--- config.mk ---
export PLATFORM = sky130hd
export DESIGN_NAME = ssbf_ctrl
export DESIGN_NICKNAME = d
export VERILOG_FILES = /design/src/rtl/core/ssbf_pkg.sv /design/src/rtl/core/ssbf_ctrl.sv
export SDC_FILE = /design/constraint.sdc
export NUM_CORES = 1
export LEC_CHECK = 0
export ABC_AREA = 1
export BUFFER_PORTS_ARGS = -buffer_cell sky130_fd_sc_hd__buf_2
export CAP_MARGIN = 0
export CORE_AREA = 5 5 42 44
export DETAILED_ROUTE_END_ITERATION = 16
export DIE_AREA = 0 0 47 49
export PLACE_DENSITY = 0.31
export SLEW_MARGIN = 15
export SYNTH_ARGS = -nofsm -noshare
export SYNTH_HDL_FRONTEND = slang
export SYNTH_SLANG_ARGS = --single-unit
--- constraint.sdc ---
create_clock -name clk_i -period 1.9 [get_ports clk_i]
set_input_delay 0.19 -clock clk_i [delete_from_list [all_inputs] [get_ports clk_i]]
set_output_delay 0.19 -clock clk_i [all_outputs]
set_load 0.01 [all_outputs]
--- src/rtl/core/ssbf_pkg.sv ---
`default_nettype none
// ----------------------------------------------------------------------------
// ssbf_pkg
// Shared sizes, register indexes and control structs of the sprite blitter.
// ----------------------------------------------------------------------------
package ssbf_pkg;

  localparam int unsigned MAX_SPRITE_SIDE = 8;
  localparam int unsigned MAX_FRAMES_SIDE = 16;
  localparam int unsigned SHEET_DEPTH     = 16384;
  localparam int unsigned SHEET_AW        = $clog2(SHEET_DEPTH);

  // Port widths
  localparam int unsigned S_TDATA_W = 64;
  localparam int unsigned M_TDATA_W = 40;
  localparam int unsigned CFG_IDX_W = 3;
  localparam int unsigned CFG_DAT_W = 5;

  // Register indexes
  localparam logic [CFG_IDX_W-1:0] CFG_SPRITE_WIDTH  = 3'd0;
  localparam logic [CFG_IDX_W-1:0] CFG_SPRITE_HEIGHT = 3'd1;
  localparam logic [CFG_IDX_W-1:0] CFG_FRAMES_ACROSS = 3'd2;
  localparam logic [CFG_IDX_W-1:0] CFG_FRAMES_DOWN   = 3'd3;

  // Item kinds on tuser
  localparam logic OP_LOAD = 1'b0;
  localparam logic OP_DRAW = 1'b1;

  typedef struct packed {
    logic load;      // write one sheet entry from the input item
    logic start;     // latch draw item, clamp frame
    logic div_step;  // one cell-row subtraction
    logic col_add;   // add cell column offset to base
    logic run;       // issue pixel reads
  } cmd_t;

  typedef struct packed {
    logic div_done;    // remainder below frames_across
    logic last_issue;  // final pixel read issued this cycle
  } sts_t;

endpackage : ssbf_pkg
`default_nettype wire

--- src/rtl/core/ssbf_ctrl.sv ---
`default_nettype none
// ----------------------------------------------------------------------------
// ssbf_ctrl
// Sequencer: takes items, walks frame locate and pixel issue phases.
// ----------------------------------------------------------------------------
module ssbf_ctrl (
  input  wire logic          clk_i,
  input  wire logic          rst_ni,
  input  wire logic          in_valid_i,
  input  wire logic          in_op_i,
  output logic               in_ready_o,
  input  wire ssbf_pkg::sts_t sts_i,
  output ssbf_pkg::cmd_t     cmd_o
);

  typedef enum logic [1:0] {
    ST_IDLE,
    ST_DIV,
    ST_RUN
  } state_e;

  state_e state_q;
  logic   ready_q;
  logic   accept;

  assign accept     = in_valid_i && ready_q;
  assign in_ready_o = ready_q;

  always_comb begin
    cmd_o          = '0;
    cmd_o.load     = accept && (in_op_i == ssbf_pkg::OP_LOAD);
    cmd_o.start    = accept && (in_op_i == ssbf_pkg::OP_DRAW);
    cmd_o.div_step = (state_q == ST_DIV) && !sts_i.div_done;
    cmd_o.col_add  = (state_q == ST_DIV) && sts_i.div_done;
    cmd_o.run      = (state_q == ST_RUN);
  end

  always_ff @(posedge clk_i or negedge rst_ni) begin
    if (!rst_ni) begin
      state_q <= ST_IDLE;
      ready_q <= 1'b1;
    end else begin
      unique case (state_q)
        ST_IDLE: begin
          if (cmd_o.start) begin
            state_q <= ST_DIV;
            ready_q <= 1'b0;
          end
        end
        ST_DIV: begin
          if (sts_i.div_done) state_q <= ST_RUN;
        end
        ST_RUN: begin
          if (sts_i.last_issue) begin
            state_q <= ST_IDLE;
            ready_q <= 1'b1;
          end
        end
        default: begin
          state_q <= ST_IDLE;
          ready_q <= 1'b1;
        end
      endcase
    end
  end

endmodule : ssbf_ctrl
`default_nettype wire

After elaboration in Yosys (flattened, before gate mapping) --
Index checks and enable logic that the tools add are counted.
Storage, ports and cells: register bits 3, input port bits 6, output and inout bits 6
Operators by class: equal/unequal tests 5, mux-type cells 7, bitwise gates (word level) 2, reduce and logical (&&, ||, !) cells 9
Operators by type and width (number):
- 2-to-1 mux 2 bit | 3
- != test 2 bit, second input constant | 3
- one-hot mux 2 bit (3 select lines) | 1
- AND reduction 3 bit | 2
- logical AND 1 bit | 5
- one-hot mux 1 bit (3 select lines) | 1
- == test 2 x 1 -> 1 bit, second input constant | 1
- == test 2 bit, second input constant | 1
- zero test 2 bit | 1
- 2-to-1 mux 1 bit | 2
- inverter 1 bit | 2
- zero test 1 bit | 1

Logic depth before layout (Yosys ltp) --
Gate-level depths: netlist (run 1).
word-level depth 4, depth in mapped cells 5, gate-level depth less buffers 5

Worst setup path after synthesis (run 1) --
No wires, ideal clock.
path kind reg-to-reg, start point register ready_q, in the netlist in_ready_o, end point register ready_q, in the netlist in_ready_o, data arrival time 0.939 ns, data required time 1.824 ns, path slack 0.885 ns, stages on the path, launching flop included 6, buffers on the path 0, period minus slack after synthesis 1.015 ns, path through dfstp_2 > nand2_1 > nor2_2 > nand2_1 > nand2_1 > nand2_1
RTL lines:
- from (decl) | RTL line ssbf_ctrl.sv:23 | logic ready_q;
- from (signal assigned) | RTL line ssbf_ctrl.sv:41 | ready_q <= 1'b1;
- from (signal assigned) | RTL line ssbf_ctrl.sv:47 | ready_q <= 1'b0;
- from (signal assigned) | RTL line ssbf_ctrl.sv:56 | ready_q <= 1'b1;

==> results of run 1 <==
layout make-up:
cell class / instances / area (sq um) / area share, %
tap: 16 / 20.0 / 7.41
clock buffer: 4 / 26.3 / 9.72
inverter: 5 / 18.8 / 6.94
sequential: 3 / 76.3 / 28.2
timing repair buffer: 12 / 65.1 / 24.1
multi-input combinational: 15 / 63.8 / 23.6
registers in the layout (all words and copies together) (netlist names):
| signal | flops |
|---|---|
| state_q | 2 |
| in_ready_o | 1 |
synth_stat cells:
| cell | n |
|---|---|
| dfstp_2 | 1 |
| nor2_1 | 3 |
| inv_2 | 2 |
| nand2_1 | 8 |
| nor2_2 | 2 |
| clkinv_1 | 1 |
| inv_1 | 2 |
| o21ai_1 | 1 |
| nand3_1 | 1 |
| dfrtp_1 | 2 |
routing by layer:
layer / up-vias / global-route usage, % / part of all wire (%)
met5: - / 0 / 0
met4: 0 / 4.15 / 0
met3: 0 / 4.80 / 17
met2: 11 / 6.11 / 39
met1: 71 / 4.85 / 44
li1: 99 / - / -
through the flow:
step           power, mW  instances  instance area, sq um  hold WS (ns)  setup slack, ns
2_1_floorplan      0.191         23                   159        -0.106            0.885
3_3_place_gp       0.245         50                   234       -0.0105            0.886
3_5_place_dp       0.241         50                   234      -0.00992            0.868
4_1_cts            0.360         55                   270         0.244            0.615
5_1_grt            0.388         55                   270         0.290            0.562
6_report           0.348         55                   270         0.249            0.639
what timing repair did:
item	in CTS	in global routing
setup buffers	0	0
gates resized for setup	0	0
hold endpoints to repair	3	0
hold buffers	1	0
power breakdown:
part / internal [mW] / leakage (nW) / switching [mW] / total (mW)
clock network: 0.0786 / 0.0150 / 0.0313 / 0.110
registers: 0.0969 / 0.0373 / 0.0224 / 0.119
logic: 0.0496 / 0.110 / 0.0688 / 0.118
tightest hold or removal path, cell delays in order:
cell and delay [ns]:
buf_2 0.09, inv_1 0.07, o21ai_1 0.08
logic make-up (layout without fill, tap and decap cells):
| logic type | Yosys count | count (layout) | share of synthesized area [%] |
|---|---|---|---|
| DFF | 3 | 3 | 48.0 |
| buffers and inverters | 5 | 21 | 11.8 |
| AOI/OAI and AO/OA | 1 | 1 | 3.15 |
| and+or+nand+nor | 14 | 14 | 37.0 |
worst max-delay path by stage:
stage	start	cells past startpoint	to	slack [ns]
2_1_floorplan	in_ready_o	5	in_ready_o	0.89
3_3_place_gp	in_ready_o	3	cmd_o[3]	0.89
3_5_place_dp	in_ready_o	3	cmd_o[3]	0.87
4_1_cts	in_ready_o	3	cmd_o[3]	0.61
5_1_grt	in_ready_o	3	cmd_o[3]	0.56
6_report	in_ready_o	3	cmd_o[3]	0.64
==> results.md, run 1 <==
* YS warnings at 0
* Pwr dens at 1290 nW/um^2
* # Max-Cap Violations at 0
* Worst Path Arrival at 1.07 ns
* ANT cells at 0
* Final setup viols at 0
* Die width at 47 um
* Most common cell after layout, fill and taps aside: buf_2
* Synth cell types at 10
* H-tree Lvls at 1
* Initial antenna violation count at 0
* Via density at 3.29
* CP peak stage delay at 0.53 ns
* Slew HR at 90.3%
* FF-to-FF Start: in_ready_o
* Clk buf depth at 2
* Post-route ant nets at 0
* Filler Cells Inserted at 178
* CTS tree: done
* Area growth from synthesis to layout at 70.1%
* Worst Reg-to-Reg Cells at 5
* Commonest non-fill, non-tap cells in the layout: buf_2 (11), nand2_1 (8), nor2_1 (3), clkbuf_4 (3)
* WP buf/inv at 1
* Synth Register Bits at 3
* IO Pins at 12
* Worst skew pair latency at 0.23 ns
* Nets at 46
* Hold Path End: state_q[1]
* Initial core utilization at 11.3%
* Wirelength per Cell at 7.56 um
* End of the worst register-to-register path: in_ready_o
* Setup TNS at 0 ns
* Initial drt markers at 4
* CP max FO at 3
* Worst slew pin tran at 0.145 ns
* Port buffer count at 11
* Crit-path leading delay family: flip-flops
* Cts bufs inserted at 3
* Share of layout cells above drive strength 1 at 48.7%
* Die Footprint at 2300 sq um
* Hold_sp: sts_i[1]
* Drc violations at 0
* Critical Path Sink Type: output port
* Largest net degree at the start of global routing at 5
* Slew Viols, Final at 0
* End-of-flow core utilization at 19.3%
* Cell taking the most area after synthesis: dfrtp_1
* Clock transition at the registers of the reported paths at 0.04 ns
* Reg-to-reg slack, setup at 0.95 ns
* Final Hold Vio Count at 0
* Critical path type: reg2out
* DRT Pass-1 Iters at 4
* Post-Syn Nets at 29
* GPL Wtd Cong at 0.639
* FP Rows at 14
* Startpoint type of the worst setup path: flip-flop
* Hpwl dp at 351 um
* Clock skew at 0.00248 ns
* Clk sinks at 3
* Fin crit share at 66.4%
* Routed vias at 181
* Post-synthesis sequential area ratio at 48.0%
* Max VDD drop at 0.000224 V
* GRT Total Usage at 5.00%
* Post-synth design cell area at 159 sq um
* Total Routed Length at 416 um
* WP data required at 1.71 ns
* Synth top area cells: dfrtp_1 (31%), nand2_1 (19%), dfstp_2 (17%)
* Final min period at 1.26 ns
* Vias in the first global route at 189
* Slowest CP cell: dfstp_2
* Achievable frequency at 793 MHz
* Die Y at 49 um
* RSZ-0062 raised after global routing: false
* Global-route wire length before repair at 752 um
* Hold depth at 3
* Worst min path class: in2reg
* Leakage power at 0.162 nW
* Mapped Avg Cell Area at 6.91 sq um
* GRT overflow at 0
* Cells after synthesis at 23
* Core area at 1400 sq um
* Outcome: completed
* Root Buffer: clkbuf_4
* CP Cell Sequence: nand2_1 > nor2_2 > buf_2
* Top-area cell type share of the netlist area at 31.5%
No activity file was read; power rests on OpenSTA's default activity.
==> run 2: changes to the inputs <==
- ABC_AREA: 1 -> 0
- PLACE_DENSITY: 0.31 -> 0.33
- clock period: 1.9 -> 1.05 ns (I/O delays scaled with it)
==> run 2 against run 1 <==
The flow now finishes with violations (negative setup slack); sequential share of layout area fell by 7.0 points; total power fell by 1.5%; die area did not move; non-clock buffer count rose by 5; final area rose by 33%; routed wire length rose by 40%; critical path depth did not move; worst hold slack got worse by 0.087 ns; register-to-register slack got worse by 0.96 ns; largest power group is now clock; highest routed layer unchanged.
==> results.md, run 2 <==
* Slew Viols, Final at 0
* # Max-Cap Violations at 0
* DRT Pass-1 Iters at 2
* Share of layout cells above drive strength 1 at 64.1%
* Initial drt markers at 1
* Post-synth ARST share at 100%
* Post-synth design cell area at 168 sq um
* CP Cell Sequence: nand2_1 > nor2_1 > buf_2
* CP max FO at 4
* Cells after synthesis at 18
* GPL Wtd Cong at 0.622
* Worst Path Arrival at 1.04 ns
* Critical Path Sink Type: output port
* WP buf/inv at 1
* Cell taking the most area after synthesis: dfrtp_1
* Final Hold Vio Count at 0
* Top reg by flops: state_q
* Drc violations at 0
* Nets at 46
* WP data required at 0.94 ns
* Slew HR at 85.1%
* Post-synth EDFFs at 0
* Total Routed Length at 583 um
* FP Rows at 14
* Outcome: complete, but fails checks
* Final min period at 1.15 ns
* CP peak stage delay at 0.55 ns
* Worst min path class: in2reg
* Post-route ant nets at 0
* Routed vias at 211
* Area growth from synthesis to layout at 114%
* Synth top area cells: dfrtp_1 (30%), dfstp_2 (16%), nor3_1 (6.0%)
* Commonest non-fill, non-tap cells in the layout: buf_2 (10), buf_4 (5), clkbuf_4 (3)
* RSZ-0062 raised after global routing: true
* Pwr dens at 953 nW/um^2
* Via density at 3.84
* Crit-path leading delay family: flip-flops
* ANT cells at 0
* Clk buf depth at 2
* Die Y at 49 um
* Initial core utilization at 12.0%
* Largest net degree at the start of global routing at 5
* CTS tree: done
* Top-area cell type share of the netlist area at 29.9%
* Place WS at 0.125 ns
* Final setup viols at 6
* Placed Instances at 45
* Prevailing post-synth register cell: dfrtp_1
* Startpoint type of the worst setup path: flip-flop
* Cts bufs inserted at 3
* YS warnings at 0
* Most common cell after layout, fill and taps aside: buf_2
* Fin crit share at 109%
* Leakage power at 0.193 nW
* GRT overflow at 0
* Root Buffer: clkbuf_4
* Initial antenna violation count at 0
* Worst skew pair latency at 0.23 ns
* Failing checks: negative setup slack
* Port buffer count at 11
* Clock transition at the registers of the reported paths at 0.04 ns
* Global-route wire length before repair at 841 um
* Slowest CP cell: dfstp_2
* Hold_ws at 0.161 ns
* Worst slew pin tran at 0.222 ns
* Final non-filler cell total at 55
* Wirelength per Cell at 10.6 um
* Final setup margin at -0.0981 ns
* IO Pins at 12
* Critical path type: reg2out
* Die Footprint at 2300 sq um
* H-tree Lvls at 1
* Post-Syn Nets at 24
* Core area at 1400 sq um
* Synth Register Bits at 3
* Mapped Avg Cell Area at 9.31 sq um
* Vias in the first global route at 229
* Clk sinks at 3
* GRT Total Usage at 5.23%
* Post-synthesis sequential area ratio at 45.5%
* Clock skew at 0.000927 ns
* Achievable frequency at 871 MHz
* Max VDD drop at 0.000441 V
* Synth cell count leaders: dfrtp_1 (2), nor2_1 (2), nor3_1 (2)
* Synth cell types at 15
* Max reg flops at 2
* Die width at 47 um
-- run 2: cell count changes after synthesis, sizes merged, moves of 2 or more --
cell,previous run,this run
nand2,8,1
inv,4,1
nor2,5,2
nor3,0,2
-- run 2: per-stage QoR --
step	setup TNS [ns]	utilization (%)	total power, mW	instance area [sq um]
after floorplan	0	-	0.122	168
after global placement	0	17.3	0.137	243
after detailed placement	0	17.3	0.137	243
after CTS	-0.257	22.6	0.352	317
after global routing	-0.613	25.6	0.369	359
final	-0.282	25.6	0.342	359
-- run 2: timing repair --
action | in CTS | in global routing
resized for setup | 2 | 6
hold buffers | 1 | 0
setup endpoints to repair | 5 | 7
buffers inserted | 4 | 1
pin swaps | 1 | 1
endpoints found under the hold margin | 3 | 0
-- run 2: kinds of logic (layout without fill, tap and decap cells) --
| group | after synthesis | in the layout | synth area share, % |
|---|---|---|---|
| DFF | 3 | 3 | 45.5 |
| buffers and inverters | 1 | 22 | 2.24 |
| AOI/OAI and AO/OA | 2 | 2 | 7.46 |
| and+or+nand+nor | 12 | 12 | 44.8 |
-- run 2: routing by layer --
layer  track usage (%)  wire [um]
met3              2.21         52
met1              4.66        213
met4              4.15          0
met2              8.60        317
met5                 0          0
-- run 2: report_power, final --
group          switching (mW)  total [mW]  internal [mW]  leakage (nW)
sequential         0.00000773       0.116          0.116        0.0383
clock                  0.0559       0.198          0.142        0.0150
combinational          0.0116      0.0278         0.0161         0.140
total                  0.0676       0.342          0.275         0.193
-- run 2: cell type report --
cell class                      instances  area, sq um
Fill cell                             164         1040
Tap cell                               16         20.0
Multi-Input combinational cell         14          124
Sequential cell                         3         76.3
Clock buffer                            4         26.3
Inverter                                1         3.75
Timing Repair Buffer                   17          109
-- run 2: worst paths after layout --
path | start | end | slack, ns | cells past startpoint
setup reg to reg | in_ready_o | state_q[0] | -0.01 | 4
setup / recovery | in_ready_o | cmd_o[4] | -0.1 | 3
hold reg to reg | state_q[1] | state_q[0] | 0.62 | 2
max in group asynchronous | rst_ni | in_ready_o | 0.66 | 2
hold / removal | sts_i[0] | state_q[1] | 0.16 | 3
min in group asynchronous | rst_ni | state_q[0] | 0.20 | 2
-- run 2: worst register-to-register path, stage by stage, from the launching register on --
cell	delay, ns
dfstp_2	0.55
buf_4	0.11
buf_4	0.10
nand4b_1	0.10
a21oi_2	0.13
==> run 3: changes to the inputs <==
--- a/config.mk
+++ b/config.mk
@@ -12,5 +12,6 @@
 export DETAILED_ROUTE_END_ITERATION = 16
 export DIE_AREA = 0 0 47 49
-export PLACE_DENSITY = 0.33
+export GPL_ROUTABILITY_DRIVEN = 1
+export PLACE_DENSITY = 0.44
 export SLEW_MARGIN = 15
 export SYNTH_ARGS = -nofsm -noshare
==> constraint.sdc (replaced) <==
create_clock -name clk_i -period 1.05 [get_ports clk_i]
set_input_delay 0.0525 -clock clk_i [delete_from_list [all_inputs] [get_ports clk_i]]
set_output_delay 0.0525 -clock clk_i [all_outputs]
set_load 0.01 [all_outputs]
==> run 3 against run 2 <==
The flow still finishes with violations (negative setup slack); die area stayed put; final area fell by 0.70%; combinational power down 2%; critical endpoint is now cmd_o[1].
==> results.md, run 3 (synthesized netlist as in run 2, its figures left out) <==
* Achievable frequency at 914 MHz
* Cell Int Power at 275 uW
* Switching power of the nets at 66.6 uW
* Worst Reg-to-Reg Cells at 3
* CTS tree: done
* Final Hold Vio Count at 0
* Leakage power at 0.190 nW
* Startpoint type of the worst setup path: flip-flop
* Reg-to-reg slack, setup at 0.03 ns
* Slew HR at 87.9%
* Drc violations at 0
* Initial drt markers at 5
* Commonest non-fill, non-tap cells in the layout: buf_2 (10), buf_4 (5), clkbuf_4 (3)
* ANT cells at 0
* Worst min path class: in2reg
* End of the worst register-to-register path: state_q[1]
* DRT Pass-1 Iters at 2
* Final setup viols at 3
* Cts bufs inserted at 3
* Worst skew pair latency at 0.23 ns
* FP Rows at 14
* Clock network power share at 57.9%
* Slew Viols, Final at 0
* Outcome: complete, but fails checks
* Largest net degree at the start of global routing at 7
* Max reg flops at 2
* End-of-flow core utilization at 25.4%
* Area growth from synthesis to layout at 113%
* Post-route ant nets at 0
* Max VDD drop at 0.000335 V
* IO Pins at 12
* Most common cell after layout, fill and taps aside: buf_2
* FF-to-FF Start: state_q[0]
* Die Footprint at 2300 sq um
* WP data required at 1.00 ns
* Core area at 1400 sq um
* Root Buffer: clkbuf_4
* GRT Total Usage at 5.64%
* CP max FO at 5
* Worst Path Arrival at 1.04 ns
* Total Routed Length at 627 um
* Die width at 47 um
* RSZ-0062 raised after global routing: true
* Die Y at 49 um
* Worst slew pin tran at 0.181 ns
* Via density at 3.93
* Top reg by flops: state_q
* Combinational share of power at 8.0%
* Clk sinks at 3
* Hold Path End: state_q[1]
* # Max-Cap Violations at 0
* Hold depth at 3
* Clock transition at the registers of the reported paths at 0.04 ns
* GRT overflow at 0
* Share of layout cells above drive strength 1 at 66.7%
* Global-route wire length before repair at 938 um
* Initial antenna violation count at 0
* Hpwl dp at 417 um
* Sw Share at 19.5%
* Pwr dens at 957 nW/um^2
* Routed vias at 216
* Part of the power in registers at 34.1%
* Nets at 46
* Critical Path Sink Type: output port
* Final setup margin at -0.0438 ns
* Failing checks: negative setup slack
* H-tree Lvls at 1
* Fin crit share at 104%
* Wirelength per Cell at 11.4 um
* Power Total at 341 uW
* Hold_sp: sts_i[0]
* GPL Wtd Cong at 0.649
* Critical path type: reg2out
* Clock skew at 0.00272 ns
* Clk buf depth at 2
* Port buffer count at 11
* Vias in the first global route at 232
* Final min period at 1.09 ns
* Initial core utilization at 12.0%
* Place WS at 0.139 ns
[run 3: cell counts in the layout (fill, tap and decap cells not counted)]
No cell type changed its count.
[run 3: routing by layer]
layer | up-vias | global-route usage (%) | share of wire [%]
li1 | 106 | - | -
met1 | 100 | 6.62 | 38
met2 | 10 | 7.24 | 45
met3 | 0 | 3.32 | 17
met4 | 0 | 4.15 | 0
met5 | - | 0 | 0
[run 3: power groups by stage]
stage / logic, mW / clock network [mW] / registers [mW]
after floorplan: 0.00443 / 0 / 0.118
after global routing: 0.0300 / 0.218 / 0.116
after CTS: 0.0227 / 0.212 / 0.116
final: 0.0273 / 0.197 / 0.116
after global placement: 0.0196 / 0 / 0.118
after detailed placement: 0.0195 / 0 / 0.118
[run 3: layout make-up]
class / count / area (sq um)
Clock buffer: 4 / 26.3
Tap cell: 16 / 20.0
Sequential cell: 3 / 78.8
Fill cell: 175 / 1040
Multi-Input combinational cell: 14 / 119
Timing Repair Buffer: 17 / 109
Inverter: 1 / 3.75
[run 3: through the flow]
step	hold slack (ns)	std cells	setup TNS (ns)	area (sq um)
after floorplan	-0.243	18	0	168
after global placement	-0.148	45	0	243
after detailed placement	-0.150	45	0	243
after CTS	0.114	55	-0.148	330
after global routing	0.124	55	-0.358	357
final	0.114	55	-0.0939	357
[run 3: how the worst max path moves through the flow]
| stage | start | endpoint | slack (ns) |
|---|---|---|---|
| floorplan | state_q[0] | state_q[1] | 0.15 |
| global placement | in_ready_o | in_ready_o | 0.10 |
| detailed placement | state_q[0] | state_q[1] | 0.14 |
| CTS | in_ready_o | cmd_o[4] | -0.06 |
| global route | in_ready_o | cmd_o[4] | -0.11 |
| finish | state_q[1] | cmd_o[1] | -0.04 |
[run 3: worst max-delay path: stages, from the launching register on]
cell	delay, ns
dfrtp_2	0.43
and3b_1	0.24
buf_2	0.13
[run 3: what timing repair did]
item / in CTS / in global routing
buffers inserted: 5 / 0
pin swaps: 2 / 2
resized for setup: 3 / 6
hold buffers: 1 / 0
setup endpoints to repair: 5 / 9
hold endpoints to repair: 3 / 0
